===== config.mk =====
export PLATFORM = sky130hd
export DESIGN_NAME = wpmr_cell
export DESIGN_NICKNAME = d
export VERILOG_FILES = /design/src/design/wpmr_pkg.sv /design/src/design/wpmr_cell.sv
export SDC_FILE = /design/constraint.sdc
export NUM_CORES = 1
export LEC_CHECK = 0
export BUFFER_PORTS_ARGS = -buffer_cell sky130_fd_sc_hd__buf_2
export CAP_MARGIN = 20
export CORE_AREA = 2 2 364 366
export DETAILED_ROUTE_END_ITERATION = 16
export DIE_AREA = 0 0 366 368
export GPL_TIMING_DRIVEN = 0
export PLACE_DENSITY = 0.37
export SETUP_SLACK_MARGIN = 0.2
export SKIP_CTS_REPAIR_TIMING = 1
export SLEW_MARGIN = 20
export SYNTH_ARGS = -nofsm -noshare
export SYNTH_HDL_FRONTEND = slang
export SYNTH_SLANG_ARGS = --single-unit

===== constraint.sdc =====
create_clock -name clock -period 19.53 [get_ports clock]
set_input_delay 3.906 -clock clock [delete_from_list [all_inputs] [get_ports clock]]
set_output_delay 3.906 -clock clock [all_outputs]
set_load 0.02 [all_outputs]

===== src/design/wpmr_pkg.sv =====
// Package: shared types, codes and helper functions for the word pool match ranker.
`timescale 1ns / 1ps
`default_nettype none
package wpmr_pkg;

   localparam int WORD_BYTES = 16;
   localparam int LEN_W      = 5;
   localparam int CNT_W      = 16;
   localparam int TOT_W      = 17;
   localparam int RANK_W     = 7;
   localparam int KEY_W      = 1 + TOT_W + 8 * WORD_BYTES + LEN_W;

   localparam logic [1:0] MODE_ADD    = 2'd0;
   localparam logic [1:0] MODE_CHECK  = 2'd1;
   localparam logic [1:0] MODE_FINISH = 2'd2;

   localparam logic [CNT_W-1:0] CNT_MAX = {CNT_W{1'b1}};

   typedef enum logic [1:0] {
      ST_IDLE,
      ST_SORT,
      ST_EMIT
   } state_type;

   typedef struct packed {
      logic [1:0]       mode;
      logic [63:0]      word_lo;
      logic [63:0]      word_hi;
      logic [LEN_W-1:0] word_len;
   } req_type;

   typedef struct packed {
      logic [RANK_W-1:0] rank;
      logic [63:0]       out_word_lo;
      logic [63:0]       out_word_hi;
      logic [LEN_W-1:0]  out_word_len;
      logic [CNT_W-1:0]  correct_count;
      logic [CNT_W-1:0]  typo_count;
      logic [TOT_W-1:0]  total_count;
      logic              last;
   } rsp_type;

   // one pool entry held in a cell
   typedef struct packed {
      logic             valid;
      logic [127:0]     word;     // char i in bits 8i+7..8i
      logic [LEN_W-1:0] len;
      logic [CNT_W-1:0] correct;
      logic [CNT_W-1:0] typo;
   } entry_type;

   // text word travelling down the chain
   typedef struct packed {
      logic             valid;
      logic [127:0]     word;
      logic [LEN_W-1:0] len;
   } token_type;

   typedef struct packed {
      logic clear;
      logic write;
      logic sort;
      logic phase;
      logic shift;
   } cell_ctrl_type;

   // lower-case and zero bytes at or beyond len
   function automatic logic [127:0] normalize(input logic [127:0] w, input logic [LEN_W-1:0] len);
      logic [127:0] r;
      logic [7:0]   c;
      r = '0;
      for (int i = 0; i < WORD_BYTES; i++) begin
         c = w[8*i +: 8];
         if (c >= 8'h41 && c <= 8'h5A) begin
            c = c + 8'h20;
         end
         if (LEN_W'(i) < len) begin
            r[8*i +: 8] = c;
         end
      end
      return r;
   endfunction

   function automatic logic [TOT_W-1:0] total_of(input entry_type e);
      return TOT_W'(e.correct) + TOT_W'(e.typo);
   endfunction

   // larger key ranks earlier: valid, total, then smaller word, then shorter
   function automatic logic [KEY_W-1:0] rank_key(input entry_type e);
      logic [127:0] rv;
      for (int i = 0; i < WORD_BYTES; i++) begin
         rv[127 - 8*i -: 8] = ~e.word[8*i +: 8];
      end
      return {e.valid, total_of(e), rv, ~e.len};
   endfunction

endpackage
`default_nettype wire


===== src/design/wpmr_cell.sv =====
// One chain cell: holds a pool entry, scores passing text words, sorts with its neighbors.
`timescale 1ns / 1ps
`default_nettype none
module wpmr_cell
   import wpmr_pkg::*;
#(
   parameter logic ODD_POS = 1'b0
) (
   input  wire logic          clock,
   input  wire logic          reset,
   input  wire cell_ctrl_type ctrl,
   input  wire logic          wr_sel,
   input  wire entry_type     wr_data,
   input  wire token_type     tok_i,
   input  wire entry_type     left_ent,
   input  wire logic          left_swap,
   input  wire entry_type     right_ent,
   output entry_type          ent_o,
   output token_type          tok_o,
   output logic               swap_o
);

   entry_type ent_ff, ent_in;
   token_type tok_ff;
   logic [LEN_W-1:0] match_cnt;

   assign ent_o  = ent_ff;
   assign tok_o  = tok_ff;
   assign swap_o = rank_key(right_ent) > rank_key(ent_ff);

   always_comb begin
      match_cnt = '0;
      for (int i = 0; i < WORD_BYTES; i++) begin
         if (LEN_W'(i) < tok_i.len && tok_i.word[8*i +: 8] == ent_ff.word[8*i +: 8]) begin
            match_cnt = match_cnt + LEN_W'(1);
         end
      end
   end

   always_comb begin
      ent_in = ent_ff;
      if (ctrl.clear) begin
         ent_in.valid = 1'b0;
      end else if (ctrl.write && wr_sel) begin
         ent_in = wr_data;
      end else if (ctrl.shift) begin
         ent_in = right_ent;
      end else if (ctrl.sort) begin
         if (ctrl.phase == ODD_POS) begin
            if (swap_o) begin
               ent_in = right_ent;
            end
         end else if (left_swap) begin
            ent_in = left_ent;
         end
      end else if (tok_i.valid && ent_ff.valid && tok_i.len == ent_ff.len) begin
         if (match_cnt == tok_i.len) begin
            if (ent_ff.correct != CNT_MAX) begin
               ent_in.correct = ent_ff.correct + CNT_W'(1);
            end
         end else if (match_cnt >= (tok_i.len >> 1)) begin
            if (ent_ff.typo != CNT_MAX) begin
               ent_in.typo = ent_ff.typo + CNT_W'(1);
            end
         end
      end
   end

   always_ff @(posedge clock) begin
      if (reset) begin
         ent_ff.valid <= 1'b0;
         tok_ff.valid <= 1'b0;
      end else begin
         ent_ff.valid <= ent_in.valid;
         tok_ff.valid <= tok_i.valid;
      end
      ent_ff.word    <= ent_in.word;
      ent_ff.len     <= ent_in.len;
      ent_ff.correct <= ent_in.correct;
      ent_ff.typo    <= ent_in.typo;
      tok_ff.word    <= tok_i.word;
      tok_ff.len     <= tok_i.len;
   end

endmodule
`default_nettype wire


==> impl.org <==
** CTS
- H-tree depth reported by CTS :: 2
- The later pin in the worst-skew pair is clocked with a latency of 0.63 ns.
- Number of buffers created by CTS :: 45
- The clock drives 300 sinks.
- TritonCTS built the clock tree.
- Clock slew at reported path FFs :: 0.06 ns
- The tree is rooted in a clkbuf_16.
- CTS max path bufs :: 3

** Finish
- From synthesis to final layout, the design area changed by 42.8%.
- In the final layout, the share of cells above drive strength 1 is 33.2%.
- The layout has 14900 filler cells.
- Register area :: 7660 µm²
- In the layout the commonest cells are buf_2 (939), a21oi_1 (235), o21ai_0 (211).
- Core utilization of the finished layout :: 22.2%
- Multi-input logic area :: 11700 µm²
- Final layout net count :: 4117
- Leaving out fill and tap cells, the most frequent cell in the layout is buf_2.

** STA
- Crit path setup slack, layout :: 3.63 ns
- The hold violation total from the final report was 0.
- Dividing the final minimum period by the clock period gives 81.4%.
- Sum of negative setup slack :: 0 ns
- The routed design could run at a clock period as short as 15.90 ns.
- Headroom to the max-slew limit came out at 14.2%.
- Worst hold margin :: 0.707 ns
- Achievable frequency :: 62.9 MHz
- For the pin with the worst max-slew slack, the measured transition is 1.27 ns.
- Setup violations remaining at the end of the flow were counted as 0.
- The max-slew violation count was 0.
- RSZ-0062 raised after global routing :: false
- Skew final :: 0.0402 ns

** Routing
- The first detailed-routing pass took 5 iterations.
- After detailed routing, the number of remaining DRC violations is 0.
- Dividing the detail-routed via count by the number of cells gives 4.14.
- Dividing the detail-routed wire length by the instance count gives 24.4 µm.
- Summed over all layers, the routed wires come to 124000 µm.
- The detailed router finished its first iteration with 1277 violations.
- Number of routed nets with antenna violations :: 0
- DR vias :: 21000

** Setup path
- STA classifies the critical path startpoint as an input pin.
- STA puts the critical path data arrival time at 16.10 ns.
- CP dominant cell by count :: ha_1
- The critical path in this run is classified as input pin to flop.
- Critical path buffers and inverters :: 5
- Capturing element type of the critical path :: flop
- In this design, the stage delay of the slowest critical-path cell is 0.93 ns.
- Across all register-to-register paths, the minimum setup slack is 6.43 ns.
- Grouping stages by cell kind, the critical path spends the most delay in adder cells.
- In this run the worst path has a maximum fanout of 16.
- For this design, the slowest cell found on the critical path is nor4_1.
- Worst path required time :: 19.73 ns

** Logic synthesis
- In the synthesized netlist the dominant register cell turns out to be edfxtp_1.
- After synthesis, the netlist uses 88 different library cells.
- Synth Instances :: 2274
- Count of state elements after synthesis :: 300
- Synth Area per Inst :: 8.95 µm²
- For this run, the number of Yosys warnings is 0.
- The synthesized design contains 165 enable-type register cells.
- Mapped cell area :: 20400 µm²
- After synthesis, flip-flops and latches occupy 37.6% of the total area.
- In the synthesized netlist the async set-or-reset flop fraction comes to 0%.
- The number of nets handed over by synthesis was 3121.

** Flow run
- Max-Cap Viols :: 0

** Floorplan
- For this configuration, the core starts out at a cell density of 15.6%.
- The total area inside the core boundary comes to 131000 µm².
- Measured along the y axis, the die boundary spans 368 µm.
- Die boundary width :: 366 µm
- Die area :: 135000 µm²
- The floorplan has 133 rows.
- For this design the top-level I/O count stands at 942.

** GRT
- Maximum number of pins on one net before global-route repair :: 25
- After global routing the overflow that remains totals 0.
- First-pass GRT wire length :: 168000 µm
- Global-route usage over all layers :: 17.6%
- Number of antenna violations at the first check in global routing :: 39
- Via count of the first global-routing pass :: 21500

** Placement
- The wire-length estimate of the detail-placed layout is 106000 µm.
- Count of buffers from port buffering :: 939
- Pre-CTS setup slack :: 2.79 ns
- At the end of routability-driven placement, the weighted congestion stood at 0.910.

** Outcome
- Run status :: complete, no violations

** Min path
- The worst hold path belongs to the class flop to flop.

** Power
- P_leak :: 13.1 nW
- Total Power :: 2.19 mW
- VDD IR max :: 0.0000563 V
- Power spread over the standard cell area amounts to 75.3 nW/µm².
worst paths after layout:
| check | from | endpoint | cells after the start |
|---|---|---|---|
| max | tok_i[15] | ent_o[2] | 53 |
| min | ent_o[165] | ent_o[165] | 2 |
| max reg2reg | ent_o[47] | ent_o[2] | 52 |
| min reg2reg | ent_o[165] | ent_o[165] | 2 |
layer usage:
metal / part of all wire, % / up-vias / global-route usage [%] / routed length (µm)
li1: - / 10000 / - / -
met1: 42 / 10100 / 21.2 / 51500
met2: 51 / 747 / 32.2 / 62600
met3: 5.6 / 134 / 3.62 / 6880
met4: 2.1 / 24 / 3.56 / 2560
met5: 0.12 / - / 0 / 147
cells in the mapped netlist (3+ instances only):
cell type / n / share of area [%]
or3_1: 6 / 0.18
dfxtp_1: 135 / 13
mux2i_1: 12 / 0.59
nor4_1: 18 / 0.55
o22ai_1: 27 / 0.83
nor2_1: 196 / 3.6
and3_1: 13 / 0.40
xnor2_1: 136 / 5.9
edfxtp_1: 165 / 24
nor3_1: 26 / 0.64
nor2b_1: 29 / 0.89
xnor2_4: 5 / 0.68
o21bai_1: 17 / 0.63
clkbuf_1: 75 / 1.4
a31oi_1: 11 / 0.34
nand3_1: 30 / 0.74
xor2_1: 84 / 3.6
nand2_1: 209 / 3.9
xnor3_2: 4 / 0.47
o21ai_1: 3 / 0.074
nand4_1: 64 / 2.0
o21ai_0: 211 / 5.2
inv_1: 170 / 3.1
a211oi_1: 11 / 0.41
or2_2: 8 / 0.25
nand2b_1: 30 / 0.92
xnor2_2: 5 / 0.40
o211ai_1: 3 / 0.11
o211a_1: 3 / 0.15
o21a_1: 9 / 0.33
ha_1: 204 / 13
mux2_2: 3 / 0.17
and4_1: 3 / 0.13
buf_4: 4 / 0.15
and2_1: 4 / 0.12
a21oi_1: 236 / 5.8
a21o_1: 39 / 1.4
tightest hold or removal path: stages (launching register included):
cell	delay, ns
dfxtp_1	0.41
mux2i_1	0.19
nor3_1	0.06
state kept, by name, summed over array words and instances, names as in the netlist:
register  count
ent_o       166
tok_o       134
cells by family after synthesis:
group                      count (synthesis)  share of synthesized area [%]
xor gates and xnor gates                 238                           11.4
muxes                                     15                          0.756
AOI/OAI and AO/OA                        598                           16.9
DFF                                      300                           37.6
adders and majority gates                206                           12.7
and+or+nand+nor                          660                           15.6
buffers and inverters                    257                           4.99
layout make-up:
class                   instances  share of cell area, %
plain buffers                  85                   1.29
repair buffers                949                   16.9
clock buffers                  64                   4.69
well taps                    1755                   7.56
multi-input cells            1717                   40.4
flip-flops and latches        300                   26.3
diodes                          8                 0.0689
inverters                     172                   2.22
clock inverters                19                  0.560
stage by stage:
| step | cell area [µm²] | std cells |
|---|---|---|
| 6_report | 29100 | 5069 |
| 5_1_grt | 29000 | 5063 |
| 4_1_cts | 29000 | 5061 |
| 3_5_place_dp | 27500 | 4978 |
| 3_3_place_gp | 27200 | 4968 |
| 2_1_floorplan | 20400 | 2274 |
power breakdown:
group	switching [mW]	leakage, nW	internal [mW]
Clock	0.360	0.768	0.513
Combinational	0.334	9.66	0.215
Sequential	0.0472	2.71	0.721
(Power assumes the default switching activity.)
